<file path="src/rtl/mdnsam_pkg.sv">
// Shared types, constants and byte tables for the mDNS IPv4 answer matcher.
`default_nettype none

package mdnsam_pkg;

    // Size of the queried name store.
    localparam int MAX_NAME_BYTES = 32;
    localparam int NAME_IDX_W     = (MAX_NAME_BYTES > 1) ? $clog2(MAX_NAME_BYTES) : 1;

    // Fixed field widths of the requests and results.
    localparam int BYTE_W   = 8;
    localparam int INDEX_W  = 5;
    localparam int LEN_W    = 6;
    localparam int STATUS_W = 3;
    localparam int ADDR_W   = 32;
    localparam int OFF_W    = 8;

    // Request kinds.
    localparam logic KIND_NAME   = 1'b0;
    localparam logic KIND_PACKET = 1'b1;

    // Absolute packet offsets ahead of the name.
    localparam logic [OFF_W-1:0] OFF_FLAGS = 8'd2;
    localparam logic [OFF_W-1:0] OFF_LEN   = 8'd12;
    localparam logic [OFF_W-1:0] OFF_NAME  = 8'd13;
    localparam logic [OFF_W-1:0] OFF_MAX   = 8'd255;

    // Offsets counted from the end of the name label.
    localparam logic [OFF_W:0] REL_TYPE    = 9'd7;
    localparam logic [OFF_W:0] REL_TTL     = 9'd11;
    localparam logic [OFF_W:0] REL_DLEN_HI = 9'd15;
    localparam logic [OFF_W:0] REL_DLEN_LO = 9'd16;
    localparam logic [OFF_W:0] REL_ADDR    = 9'd17;
    localparam logic [OFF_W:0] REL_END     = 9'd20;

    // Expected byte values.
    localparam logic [BYTE_W-1:0] FLAGS_VALUE   = 8'h84;
    localparam logic [BYTE_W-1:0] DLEN_HI_VALUE = 8'h00;
    localparam logic [BYTE_W-1:0] DLEN_LO_VALUE = 8'h04;

    // Result status codes.
    typedef enum logic [STATUS_W-1:0] {
        ST_OK     = 3'd0,
        ST_FLAGS  = 3'd1,
        ST_LENGTH = 3'd2,
        ST_NAME   = 3'd3,
        ST_TYPE   = 3'd4,
        ST_DLEN   = 3'd5,
        ST_TRUNC  = 3'd6
    } status_t;

    // Folds an upper-case ASCII letter to lower case.
    function automatic logic [BYTE_W-1:0] fold_case(input logic [BYTE_W-1:0] c);
        if (c >= 8'h41 && c <= 8'h5a) begin
            fold_case = c + 8'h20;
        end else begin
            fold_case = c;
        end
    endfunction

    // The fixed ".local" suffix with its terminating root label.
    function automatic logic [BYTE_W-1:0] suffix_byte(input logic [2:0] idx);
        case (idx)
            3'd0:    suffix_byte = 8'h05;
            3'd1:    suffix_byte = 8'h6c;
            3'd2:    suffix_byte = 8'h6f;
            3'd3:    suffix_byte = 8'h63;
            3'd4:    suffix_byte = 8'h61;
            3'd5:    suffix_byte = 8'h6c;
            default: suffix_byte = 8'h00;
        endcase
    endfunction

    // Type A, class IN with the cache-flush bit.
    function automatic logic [BYTE_W-1:0] type_class_byte(input logic [1:0] idx);
        case (idx)
            2'd0:    type_class_byte = 8'h00;
            2'd1:    type_class_byte = 8'h01;
            2'd2:    type_class_byte = 8'h80;
            default: type_class_byte = 8'h01;
        endcase
    endfunction

endpackage

`default_nettype wire

</file>
<file path="src/rtl/mdns_ipv4_answer_matcher_top.sv">
// A request is registered on acceptance; the check of a byte is a single compare stage.
// Throughput: one request per cycle; a final byte waits while an unread result is held.
// A name load and a non-final packet byte give no result and never wait on the output.
// Reset clears the offset, the first error, the address, the length register and both
// valid flags; the name store is not cleared and holds whatever was last loaded.
`default_nettype none

module mdns_ipv4_answer_matcher_top (
    input  wire                          aclk,
    input  wire                          aresetn,
    input  wire                          cfg_wr_en,
    input  wire [mdnsam_pkg::LEN_W-1:0]  cfg_wr_data,
    input  wire                          s_valid,
    output logic                         s_ready,
    input  wire                          s_kind,
    input  wire [mdnsam_pkg::BYTE_W-1:0] s_byte_value,
    input  wire [mdnsam_pkg::INDEX_W-1:0] s_name_index,
    input  wire                          s_packet_last,
    output logic                         m_valid,
    input  wire                          m_ready,
    output logic [mdnsam_pkg::STATUS_W-1:0] m_status,
    output logic [mdnsam_pkg::ADDR_W-1:0]   m_ipv4_address
);
    import mdnsam_pkg::*;

    // Configuration and packet state.
    logic [LEN_W-1:0]  name_len_reg;
    logic [OFF_W-1:0]  byte_offset_reg, byte_offset_next;
    status_t           first_error_reg, first_error_next;
    logic [ADDR_W-1:0] address_shift_reg, address_shift_next;

    // Name store, loaded before the packet.
    logic [BYTE_W-1:0] name_store [MAX_NAME_BYTES];

    // Input stage.
    logic              in_valid_reg;
    logic              in_kind_reg;
    logic [BYTE_W-1:0] in_byte_reg;
    logic [INDEX_W-1:0] in_index_reg;
    logic              in_last_reg;

    // Result stage.
    logic              out_valid_reg;
    status_t           out_status_reg, out_status_next;
    logic [ADDR_W-1:0] out_addr_reg, out_addr_next;

    // Pipeline control.
    logic is_packet;
    logic makes_result;
    logic advance;

    // Byte check signals.
    logic [OFF_W:0]        off_ext;
    logic [OFF_W:0]        name_end;
    logic                  past_name;
    logic [OFF_W:0]        rel;
    logic [OFF_W:0]        rel_type;
    logic [OFF_W-1:0]      name_pos;
    logic                  name_in_store;
    logic [BYTE_W-1:0]     stored_byte;
    logic [LEN_W:0]        load_index;
    status_t               byte_error;
    logic                  take_address;
    logic                  truncated;

    assign is_packet    = in_kind_reg == KIND_PACKET;
    assign makes_result = in_valid_reg && is_packet && in_last_reg;
    assign advance      = in_valid_reg && !(makes_result && out_valid_reg && !m_ready);
    assign s_ready      = !in_valid_reg || advance;

    // Position of the byte relative to the name label and its suffix.
    assign off_ext       = {1'b0, byte_offset_reg};
    assign name_end      = {1'b0, OFF_NAME} + {{(OFF_W + 1 - LEN_W){1'b0}}, name_len_reg};
    assign past_name     = off_ext >= name_end;
    assign rel           = off_ext - name_end;
    assign rel_type      = rel - REL_TYPE;
    assign name_pos      = byte_offset_reg - OFF_NAME;
    assign name_in_store = name_pos < OFF_W'(MAX_NAME_BYTES);
    assign stored_byte   = name_store[name_pos[NAME_IDX_W-1:0]];
    assign load_index    = {{(LEN_W + 1 - INDEX_W){1'b0}}, in_index_reg};

    // Check of one packet byte against its expected value.
    always_comb begin
        byte_error   = ST_OK;
        take_address = 1'b0;
        if (byte_offset_reg == OFF_FLAGS) begin
            if (in_byte_reg != FLAGS_VALUE) begin
                byte_error = ST_FLAGS;
            end
        end else if (byte_offset_reg == OFF_LEN) begin
            if (in_byte_reg != {{(BYTE_W - LEN_W){1'b0}}, name_len_reg}) begin
                byte_error = ST_LENGTH;
            end
        end else if (byte_offset_reg >= OFF_NAME && !past_name) begin
            if (!name_in_store || fold_case(in_byte_reg) != fold_case(stored_byte)) begin
                byte_error = ST_NAME;
            end
        end else if (past_name && rel < REL_TYPE) begin
            if (fold_case(in_byte_reg) != suffix_byte(rel[2:0])) begin
                byte_error = ST_NAME;
            end
        end else if (past_name && rel >= REL_TYPE && rel < REL_TTL) begin
            if (in_byte_reg != type_class_byte(rel_type[1:0])) begin
                byte_error = ST_TYPE;
            end
        end else if (past_name && rel == REL_DLEN_HI) begin
            if (in_byte_reg != DLEN_HI_VALUE) begin
                byte_error = ST_DLEN;
            end
        end else if (past_name && rel == REL_DLEN_LO) begin
            if (in_byte_reg != DLEN_LO_VALUE) begin
                byte_error = ST_DLEN;
            end
        end else if (past_name && rel >= REL_ADDR && rel <= REL_END) begin
            take_address = 1'b1;
        end
    end

    // The last byte before the final address byte means the packet is short.
    assign truncated = !past_name || rel < REL_END;

    // Next packet state and the result for a final byte.
    always_comb begin
        first_error_next   = (first_error_reg != ST_OK) ? first_error_reg : byte_error;
        address_shift_next = take_address ? {address_shift_reg[ADDR_W-BYTE_W-1:0], in_byte_reg}
                                          : address_shift_reg;
        byte_offset_next   = (byte_offset_reg == OFF_MAX) ? byte_offset_reg
                                                          : byte_offset_reg + 8'd1;
        out_status_next    = first_error_next;
        if (first_error_next == ST_OK && truncated) begin
            out_status_next = ST_TRUNC;
        end
        out_addr_next = (out_status_next == ST_OK) ? address_shift_next : '0;
        if (in_last_reg) begin
            first_error_next   = ST_OK;
            address_shift_next = '0;
            byte_offset_next   = '0;
        end
    end

    // Control registers.
    always_ff @(posedge aclk) begin
        if (!aresetn) begin
            name_len_reg      <= '0;
            byte_offset_reg   <= '0;
            first_error_reg   <= ST_OK;
            address_shift_reg <= '0;
            in_valid_reg      <= 1'b0;
            out_valid_reg     <= 1'b0;
        end else begin
            if (cfg_wr_en) begin
                name_len_reg <= cfg_wr_data;
            end
            if (s_ready) begin
                in_valid_reg <= s_valid;
            end
            if (advance && is_packet) begin
                byte_offset_reg   <= byte_offset_next;
                first_error_reg   <= first_error_next;
                address_shift_reg <= address_shift_next;
            end
            if (advance && makes_result) begin
                out_valid_reg <= 1'b1;
            end else if (m_ready) begin
                out_valid_reg <= 1'b0;
            end
        end
    end

    // Payload registers and the name store.
    always_ff @(posedge aclk) begin
        if (s_valid && s_ready) begin
            in_kind_reg  <= s_kind;
            in_byte_reg  <= s_byte_value;
            in_index_reg <= s_name_index;
            in_last_reg  <= s_packet_last;
        end
        if (advance && makes_result) begin
            out_status_reg <= out_status_next;
            out_addr_reg   <= out_addr_next;
        end
        if (advance && !is_packet && load_index < (LEN_W + 1)'(MAX_NAME_BYTES)) begin
            name_store[load_index[NAME_IDX_W-1:0]] <= in_byte_reg;
        end
    end

    assign m_valid        = out_valid_reg;
    assign m_status       = out_status_reg;
    assign m_ipv4_address = out_addr_reg;

    // A final byte leaves the packet state cleared for the next packet.
    assert property (@(posedge aclk) disable iff (!aresetn)
        advance && makes_result |=> byte_offset_reg == '0 && first_error_reg == ST_OK
                                    && address_shift_reg == '0)
        else $error("packet state not cleared after the final byte");

    // Once a check has failed, the reported failure does not change within the packet.
    assert property (@(posedge aclk) disable iff (!aresetn)
        advance && is_packet && !in_last_reg && first_error_reg != ST_OK
        |=> first_error_reg == $past(first_error_reg))
        else $error("first failure overwritten");

    // The byte offset saturates rather than wrapping.
    assert property (@(posedge aclk) disable iff (!aresetn)
        advance && is_packet && !in_last_reg && byte_offset_reg == OFF_MAX
        |=> byte_offset_reg == OFF_MAX)
        else $error("byte offset wrapped");

    // A failed result never carries an address.
    assert property (@(posedge aclk) disable iff (!aresetn)
        out_valid_reg && out_status_reg != ST_OK |-> out_addr_reg == '0)
        else $error("address reported with a failure status");

    // A request that gives no result never stalls the input stage.
    assert property (@(posedge aclk) disable iff (!aresetn)
        in_valid_reg && !makes_result |-> advance)
        else $error("non-final request stalled");

endmodule

`default_nettype wire
</file>
<file path="config.mk">
export PLATFORM = sky130hd
export DESIGN_NAME = mdns_ipv4_answer_matcher_top
export DESIGN_NICKNAME = d
export VERILOG_FILES = /design/src/rtl/mdnsam_pkg.sv /design/src/rtl/mdns_ipv4_answer_matcher_top.sv
export SDC_FILE = /design/constraint.sdc
export NUM_CORES = 1
export LEC_CHECK = 0
export BUFFER_PORTS_ARGS = -buffer_cell sky130_fd_sc_hd__clkbuf_2
export CAP_MARGIN = 15
export CORE_MARGIN = 1.5
export CORE_UTILIZATION = 40
export CTS_CLUSTER_SIZE = 14
export DETAILED_ROUTE_END_ITERATION = 10
export SLEW_MARGIN = 10
export SYNTH_ARGS = -nofsm -noshare
export SYNTH_HDL_FRONTEND = slang
export SYNTH_SLANG_ARGS = --single-unit
</file>
<file path="constraint.sdc">
create_clock -name aclk -period 5.35 [get_ports aclk]
set_input_delay 1.07 -clock aclk [delete_from_list [all_inputs] [get_ports aclk]]
set_output_delay 1.07 -clock aclk [all_outputs]
set_load 0.01 [all_outputs]
</file>
==> results.txt, run 1 <==
Outcome = completed
CTS H-tree lvls = 2
R2R Path Start = byte_offset_reg[0]
Number of hold buffers added after CTS = 0
Core Region = 38,600 µm²
Total negative slack = 0 ns
Post-synth EDFFs = 306
Peak VDD IR = 254 µV
Startpoint Class = flip-flop
Area contributors post-synth = edfxtp_1 (59%), mux4_2 (7.8%), dfxtp_1 (6.5%), mux2i_1 (3.5%), nor2_1 (2.2%)
Largest net degree at the start of global routing = 47
Critical path class = reg -> reg
Yosys cell types = 66
Reg area = 10,200 µm²
Synthesized area = 15,700 µm²
Crit path launch = byte_offset_reg[0]
Layout cells sized above 1 = 0.190
Clk slew on worst S/H paths = 0.06 ns
Flops & latches, synth = 357
Register area share after synthesis = 0.652
Vias per inst = 5.43
Initial antenna violation count = 0
Post-layout net count = 1,141
Setup-failing EPs final = 0
Die Area = 40,300 µm²
Die Span Y = 201 µm
Slew headroom = 0.298
IO Pins = 63
Filler cell count = 3,412
WL per Instance = 21.3 µm
Crit path cell chain = inv_1, ha_2, buf_4, mux4_2, mux2i_1, o21ai_0, o2111a_1, a21oi_1, nor3b_2, o41ai_2, xor2_1, nor4_1, o21ai_1, o31ai_2
Required time of the critical path = 5.72 ns
Root Driver = clkbuf_16
Initial core utilization = 0.405
Static leakage = 0.00592 µW
Cell area power density = 330 nW/µm²
Std-Cell Rows = 72
Area occupied by multi-input gates = 5100 µm²
Post-synthesis cell count = 1,033
Worst hold path startpoint = address_shift_reg[26]
Clock Sinks = 357
Final wirelength = 35,000 µm
P&R area growth vs syn = 12.9%
DRT Pass-1 Iters = 5
Post-CTS Setup Bufs = 0
DR iter-0 viols = 703
Final hold violations = 0
RSZ-0062 raised after global routing = no
Tcrit/Tclk final = 0.913
Crit path DAT = 5.25 ns
DRC = 0
Max incr delay on CP = 0.71 ns
DP HPWL = 22,500 µm
# Max-Cap Violations = 0
First-pass GRT wire length = 54,100 µm
Yosys top cell area share = 0.587
Skew final = 0.0138 ns
CTS tree = built
Syn_nets = 1,074
Post-CTS resize count = 0
Crit path buffers/inverters = 2
Vias in the first global route = 8,891
IO Port Bufs = 62
Total GRT Usage = 0.176
Detail Route Antenna Nets = 0
Clk buf depth = 3
Synth Flop Type = edfxtp_1
Fmax = 205 MHz
FFs w/ async S/R, synth = 0
Ys Warns = 0
Slowest-stage cell, CP = ha_2
Dominant cell type by area after synthesis = edfxtp_1
Worst hold path type = reg -> reg
Worst Max-Slew Pin Slew = 1.04 ns
Aggregate global routing overflow = 0
Vias = 8,928
Slew Limit Fails = 0
DP Worst Slack = 0.561 ns
CTS Buf Count = 38
# diodes = 0
Final core utilization = 0.457
Worst-Skew Late Latency = 0.54 ns
DIE WIDTH = 201 µm
Largest register FFs = 256
Cell family with most CP delay = compound AO/OA/AOI/OAI gates
Gpl congestion = 0.872
PnR worst setup slack = 0.467 ns
CP max FO = 22
Crit path time final = 4.88 ns
CP endpoint kind = flip-flop
Synth Area per Inst = 15.2 µm²
## worst paths after layout
path                                               to  slack [ns]  cells past startpoint
worst max-delay path                      m_status[2]        0.47                     14
worst min-delay path            address_shift_reg[26]        0.52                      2
worst max register to register            m_status[2]        0.47                     14
worst min register to register  address_shift_reg[26]        0.52                      2
## through the flow
stage	total power, µW	std cells	instance area (µm²)	hold slack (ns)
final	5830	1643	17700	0.525
after global placement	3410	1578	16500	0.503
after global routing	6030	1643	17700	0.565
after floorplan	3310	1033	15700	0.488
after CTS	5880	1643	17700	0.529
after detailed placement	3410	1578	16500	0.508
## placed cells by master, fill, tap and decap left out, types with 4 or more instances in the layout
| cell | count |
|---|---|
| a21boi_0 | 4 |
| a21o_1 | 5 |
| a21oi_1 | 27 |
| a22oi_1 | 33 |
| a31oi_1 | 5 |
| and2_1 | 6 |
| buf_4 | 20 |
| clkbuf_1 | 11 |
| clkbuf_16 | 38 |
| clkbuf_2 | 62 |
| clkinv_1 | 5 |
| dfxtp_1 | 50 |
| edfxtp_1 | 306 |
| ha_1 | 13 |
| inv_1 | 17 |
| mux2_2 | 5 |
| mux2i_1 | 55 |
| mux4_1 | 11 |
| mux4_2 | 54 |
| nand2_1 | 49 |
| nand2b_1 | 12 |
| nand3_1 | 21 |
| nand3b_1 | 5 |
| nand4_1 | 8 |
| nor2_1 | 92 |
| nor2b_1 | 46 |
| nor3_1 | 9 |
| nor3b_1 | 6 |
| nor4_1 | 7 |
| o2111a_1 | 5 |
| o21a_1 | 4 |
| o21ai_0 | 33 |
| o21ai_1 | 4 |
| or2_2 | 4 |
| or3_1 | 4 |
| xnor2_1 | 16 |
| xor2_1 | 15 |
## metal layers
metal,part of all wire,vias up,global-route usage,wire length [µm]
met4,0.023,0,0.0499,807
met3,0.059,59,0.0323,2070
met1,0.45,4491,0.248,15600
met2,0.47,248,0.281,16500
met5,0,-,0,0
li1,-,4130,-,-
## area by class of cell
class | instances | area share
Clock buffer | 50 | 0.0569
Clock inverter | 15 | 0.00871
Inverter | 17 | 0.00361
Multi-Input combinational cell | 603 | 0.289
Sequential cell | 357 | 0.578
Tap cell | 518 | 0.0367
Timing Repair Buffer | 83 | 0.0272
## cell families after synthesis
family / synth area share
AO/OA/AOI/OAI: 0.0648
XOR/XNOR: 0.0209
adder cells (fa/ha/maj): 0.0125
buffers and inverters: 0.0236
flip-flops: 0.652
multiplexers: 0.135
AND/OR/NAND/NOR: 0.0911
## worst reg2reg max path: stages (launching register included)
cell and delay [ns]:
dfxtp_4 0.61, inv_1 0.19, ha_2 0.71, buf_4 0.35, mux4_2 0.33, mux2i_1 0.40, o21ai_0 0.17, o2111a_1 0.21
a21oi_1 0.19, nor3b_2 0.10, o41ai_2 0.34, xor2_1 0.14, nor4_1 0.58, o21ai_1 0.15, o31ai_2 0.25
## synth_stat cells (all sizes together) (5+ instances only)
cell    number
a31oi        5
xor2        16
o2111a       5
o21ai       39
nor2b       46
nand2       49
inv         17
and2         8
xnor2       17
mux4        65
nor3b        7
ha          14
nor2        93
clkbuf      30
a22oi       33
a21o         5
nor3        10
nand2b      12
dfxtp       51
nand4        8
mux2         5
o21a         5
edfxtp     306
buf         26
mux2i       55
nand3       22
nand3b       5
a21oi       27
nor4         7
## where the power goes
group | total, µW | switching [µW] | internal (µW)
registers | 3060 | 21.4 | 3030
logic | 293 | 184 | 110
clock network | 2480 | 1050 | 1430
total | 5830 | 1260 | 4570
Power figures use the tool's default switching activity.
==> run 2, diff against run 1 <==
--- a/config.mk
+++ b/config.mk
@@ -7,2 +7,3 @@
 export LEC_CHECK = 0
+export ABC_CLOCK_PERIOD_IN_PS = 5350
 export BUFFER_PORTS_ARGS = -buffer_cell sky130_fd_sc_hd__clkbuf_2
@@ -13,2 +14,3 @@
 export DETAILED_ROUTE_END_ITERATION = 10
+export PLACE_DENSITY_LB_ADDON = 0.25
 export SLEW_MARGIN = 10
--- a/constraint.sdc
+++ b/constraint.sdc
@@ -3,2 +3,2 @@
 set_output_delay 1.07 -clock aclk [all_outputs]
-set_load 0.01 [all_outputs]
+set_load 0.02 [all_outputs]
==> run 2 against run 1 <==
Maximum frequency grew 6.1%. Clock-buffer cell count grew 3. Clock skew grew 0.0024 ns. Cell count shrank 0.12%. Via count grew 0.31%. Non-clock buffer count shrank 2. Worst hold slack lost 0.0023 ns. Sequential power is essentially flat. Critical endpoint is now m_status[1]. Largest cell class unchanged.
==> results.txt, run 2 (synthesized netlist as in run 1, its figures left out) <==
Slew headroom = 0.249
Fmax = 217 MHz
Static leakage = 0.00593 µW
Std-Cell Rows = 72
# diodes = 0
Post-CTS Setup Bufs = 0
Gpl congestion = 0.837
DRT Pass-1 Iters = 5
CTS Buf Count = 38
Most common cell after layout, fill and taps aside = edfxtp_1
RSZ-0062 raised after global routing = no
Clock Sinks = 357
Die Area = 40,300 µm²
Final hold violations = 0
Aggregate global routing overflow = 0
Layout cells sized above 1 = 0.191
Initial antenna violation count = 0
Clk buf depth = 3
Final wirelength = 35,200 µm
First-pass GRT wire length = 54,500 µm
Filler cell count = 3,394
Crit path DAT = 4.88 ns
DRC = 0
CTS tree = built
Worst hold path type = reg -> reg
DP HPWL = 23,100 µm
Leading cell types in the layout, fill and taps excluded = edfxtp_1 (306), nor2_1 (92), clkbuf_2 (62)
Core Region = 38,600 µm²
Post-CTS resize count = 0
Total negative slack = 0 ns
P&R area growth vs syn = 13.0%
Worst Max-Slew Pin Slew = 1.13 ns
DIE WIDTH = 201 µm
Tcrit/Tclk final = 0.860
Required time of the critical path = 5.63 ns
WL per Instance = 21.5 µm
Vias per inst = 5.46
CP endpoint kind = flip-flop
Startpoint Class = flip-flop
Total GRT Usage = 0.176
Root Driver = clkbuf_16
Detail Route Antenna Nets = 0
Vias in the first global route = 8,839
Cell area power density = 331 nW/µm²
Slew Limit Fails = 0
Area after DPL = 16,500 µm²
Crit path time final = 4.60 ns
Critical path class = reg -> reg
Outcome = completed
IO Pins = 63
Final Cell Area = 17,700 µm²
Peak VDD IR = 318 µV
CTS H-tree lvls = 2
Clk slew on worst S/H paths = 0.06 ns
Largest net degree at the start of global routing = 74
CP max FO = 34
Number of hold buffers added after CTS = 0
# Max-Cap Violations = 0
Vias = 8,956
Initial core utilization = 0.405
IO Port Bufs = 62
Largest register FFs = 256
Worst-Skew Late Latency = 0.53 ns
Skew final = 0.0161 ns
Setup-failing EPs final = 0
Die Span Y = 201 µm
Total power = 5860 µW
Post-layout net count = 1,139
DR iter-0 viols = 776
-- run 2: changes by cell type in the layout (fill, tap and decap cells not counted), sizes merged --
cell      change
clkinvlp      -1
clkinv        -3
inv           +1
buf           -2
clkbuf        +3
-- run 2: layer usage --
metal / up-vias / track usage / share of wire
met5: - / 0 / 0
met4: 0 / 0.0521 / 0.024
met3: 60 / 0.0339 / 0.051
met2: 244 / 0.281 / 0.47
met1: 4530 / 0.246 / 0.45
li1: 4122 / - / -
-- run 2: layout make-up --
type / instances / area [µm²] / area share
sequential: 357 / 10200 / 0.578
multi-input combinational: 603 / 5100 / 0.289
clock buffer: 53 / 1050 / 0.0593
tap: 518 / 648 / 0.0366
timing repair buffer: 81 / 478 / 0.0270
clock inverter: 12 / 130 / 0.00736
inverter: 17 / 63.8 / 0.00361
-- run 2: worst max-delay path, cell delays in order (launching register included) --
cell      delay [ns]
dfxtp_1         0.57
inv_1           0.15
ha_2            0.44
buf_4           0.49
mux4_2          0.40
mux2i_1         0.22
o21ai_0         0.21
o2111a_1        0.21
nor4_1          0.33
and2_4          0.23
o41ai_2         0.09
xor2_1          0.16
nor4_1          0.55
o21a_1          0.21
o21ai_1         0.07
-- run 2: per-stage QoR --
step | hold slack [ns] | cells | setup WS (ns) | utilization
2_1_floorplan | 0.488 | 1033 | 0.897 | -
3_3_place_gp | 0.504 | 1576 | 0.812 | 0.427
3_5_place_dp | 0.508 | 1576 | 0.762 | 0.427
4_1_cts | 0.528 | 1641 | 0.742 | 0.458
5_1_grt | 0.553 | 1641 | 0.489 | 0.458
6_report | 0.522 | 1641 | 0.750 | 0.458
-- run 2: worst paths after layout --
check / end / cells past startpoint / startpoint / slack, ns
worst max-delay path: m_status[1] / 14 / byte_offset_reg[1] / 0.75
worst min-delay path: address_shift_reg[24] / 2 / address_shift_reg[24] / 0.52
worst max register to register: m_status[1] / 14 / byte_offset_reg[1] / 0.75
worst min register to register: address_shift_reg[24] / 2 / address_shift_reg[24] / 0.52
-- run 2: power breakdown --
part           internal (µW)  leakage, µW  switching, µW
sequential              3030      0.00320           27.1
clock                   1470     0.000577           1040
combinational            109      0.00216            180
total                   4610      0.00593           1250
==> run 3, diff against run 2 <==
- CELL_PAD_IN_SITES_DETAIL_PLACEMENT: unset -> 1
- CELL_PAD_IN_SITES_GLOBAL_PLACEMENT: unset -> 2
- CORE_UTILIZATION: 40 -> 46
- MAX_ROUTING_LAYER: unset -> met4
==> run 3 against run 2 <==
Register-to-register slack better by 0.12 ns. Critical path type unchanged. Worst hold slack better by 0.0045 ns. Sequential share of layout area is 0.10 points higher. Critical endpoint unchanged. Clock-buffer cell count is 8 lower. First-iteration DRC count is 7.3% lower. Sequential cell count stayed put. Total power is 0.94% higher. Routed wire length is 8.0% higher. Core utilization is 6.9 points higher. Highest routed layer unchanged. Maximum frequency is 2.7% higher.
==> results.txt, run 3 (synthesized netlist as in run 1, its figures left out) <==
Outcome = completed
Gpl congestion = 0.809
Slowest-stage cell, CP = dfxtp_1
Number of hold buffers added after CTS = 0
CP endpoint kind = flip-flop
PnR worst setup slack = 0.872 ns
CTS tree = built
Worst Setup EP = m_status[1]
Vias = 9,113
Clock Sinks = 357
Initial antenna violation count = 0
DR iter-0 viols = 719
Internal power = 4620 µW
Clk slew on worst S/H paths = 0.06 ns
Critical path depth in cells = 14
Slew Limit Fails = 0
WHS Path Cells = 2
Clk buf depth = 3
First-pass GRT wire length = 58,300 µm
Cell family with most CP delay = compound AO/OA/AOI/OAI gates
RSZ-0062 raised after global routing = no
Crit path DAT = 4.73 ns
R2R Path End = m_status[1]
Vias in the first global route = 9,617
CP max FO = 38
WL per Instance = 24.1 µm
Layout cells sized above 1 = 0.197
Static leakage = 0.00596 µW
Leading cell types in the layout, fill and taps excluded = edfxtp_1 (306), nor2_1 (92), clkbuf_2 (62)
DIE WIDTH = 187 µm
Crit path cell chain = inv_1, ha_2, buf_12, mux4_2, mux2i_1, o21ai_0, o2111a_1, a21oi_1, nor3b_2, o41ai_2, mux2i_1, nor4b_1, a211oi_2, o21ai_1
Die Span Y = 187 µm
Slew headroom = 0.242
DRC = 0
Logic pwr share = 0.050
# diodes = 0
DP HPWL = 24,900 µm
CTS H-tree lvls = 2
Required time of the critical path = 5.60 ns
Startpoint Class = flip-flop
Most common cell after layout, fill and taps aside = edfxtp_1
Flop pwr share = 0.518
Worst hold path startpoint = address_shift_reg[25]
Final core utilization = 0.526
Total GRT Usage = 0.227
Worst hold path type = reg -> reg
Final wirelength = 38,100 µm
Initial core utilization = 0.467
Largest net degree at the start of global routing = 74
Final hold violations = 0
Critical path class = reg -> reg
Total negative slack = 0 ns
Post-layout net count = 1,142
Vias per inst = 5.78
Peak VDD IR = 366 µV
R2R Path Start = byte_offset_reg[1]
Detail Route Antenna Nets = 0
Std-Cell Rows = 67
Largest register FFs = 256
DRT Pass-1 Iters = 4
Cell area power density = 335 nW/µm²
Tcrit/Tclk final = 0.837
Crit path buffers/inverters = 2
Sw Ratio = 0.220
Switching power = 1300 µW
IO Pins = 63
Die Area = 35,100 µm²
Max incr delay on CP = 0.57 ns
Worst Max-Slew Pin Slew = 1.14 ns
Crit path time final = 4.48 ns
CTS Buf Count = 39
Cell mode on critical path = mux2i_1
IO Port Bufs = 62
Clk pwr share = 0.432
Skew final = 0.0211 ns
Post-CTS resize count = 0
DP Worst Slack = 0.917 ns
Aggregate global routing overflow = 0
P&R area growth vs syn = 12.8%
R2r setup slk = 0.87 ns
Fmax = 223 MHz
Setup-failing EPs final = 0
Worst r2r path cells = 14
Crit path launch = byte_offset_reg[1]
Worst-Skew Late Latency = 0.53 ns
Core Region = 33,500 µm²
# Max-Cap Violations = 0
Root Driver = clkbuf_16
Post-CTS Setup Bufs = 0
## run 3: cell types whose count changed in the layout (fill, tap and decap cells not counted), sizes merged
cell      delta
clkbuf       -7
clkinv      +13
inv          -1
buf          +1
clkinvlp     +1
## run 3: how the worst min path moves through the flow
stage / to / slack [ns]
3_5_place_dp: address_shift_reg[26] / 0.51
4_1_cts: address_shift_reg[27] / 0.53
2_1_floorplan: address_shift_reg[24] / 0.49
3_3_place_gp: address_shift_reg[27] / 0.50
6_report: address_shift_reg[25] / 0.53
5_1_grt: address_shift_reg[25] / 0.56
## run 3: cell type report
cell class	count	area, µm²
Inverter	17	63.8
Fill cell	3232	15900
Multi-Input combinational cell	603	5100
Clock buffer	45	1020
Timing Repair Buffer	83	493
Tap cell	448	561
Clock inverter	25	200
Sequential cell	357	10200
## run 3: layer usage
metal  wire length [µm]  part of all wire  track usage  up-vias
met5                  0                 0            -        -
met4                800             0.021       0.0606        0
met3               1770             0.047       0.0349       61
met2              18100              0.47        0.350      212
met1              17400              0.46        0.316     4711
li1                   -                 -            -     4129
## run 3: through the flow
stage	cell area, µm²	std cells	hold WS (ns)	total power [µW]
after global placement	16400	1507	0.502	3410
after floorplan	15700	1033	0.488	3310
after detailed placement	16400	1507	0.514	3420
after global routing	17700	1578	0.563	6070
final	17700	1578	0.527	5920
after CTS	17600	1577	0.530	5960
## run 3: worst register-to-register path: cells and delay by family, from the launching register on
| family | cells | cell delay, ns |
|---|---|---|
| muxes | 3 | 1.06 |
| DFF | 1 | 0.57 |
| AOI/OAI and AO/OA | 6 | 1.47 |
| adders and majority gates | 1 | 0.49 |
| and+or+nand+nor | 2 | 0.19 |
| buffers and inverters | 2 | 0.42 |
## run 3: power by group through the flow
stage / combinational [µW] / sequential, µW / clock [µW]
after floorplan: 191 / 3120 / 0
after global placement: 291 / 3120 / 0
after detailed placement: 296 / 3120 / 0
after CTS: 298 / 3060 / 2600
after global routing: 323 / 3060 / 2690
final: 297 / 3060 / 2560
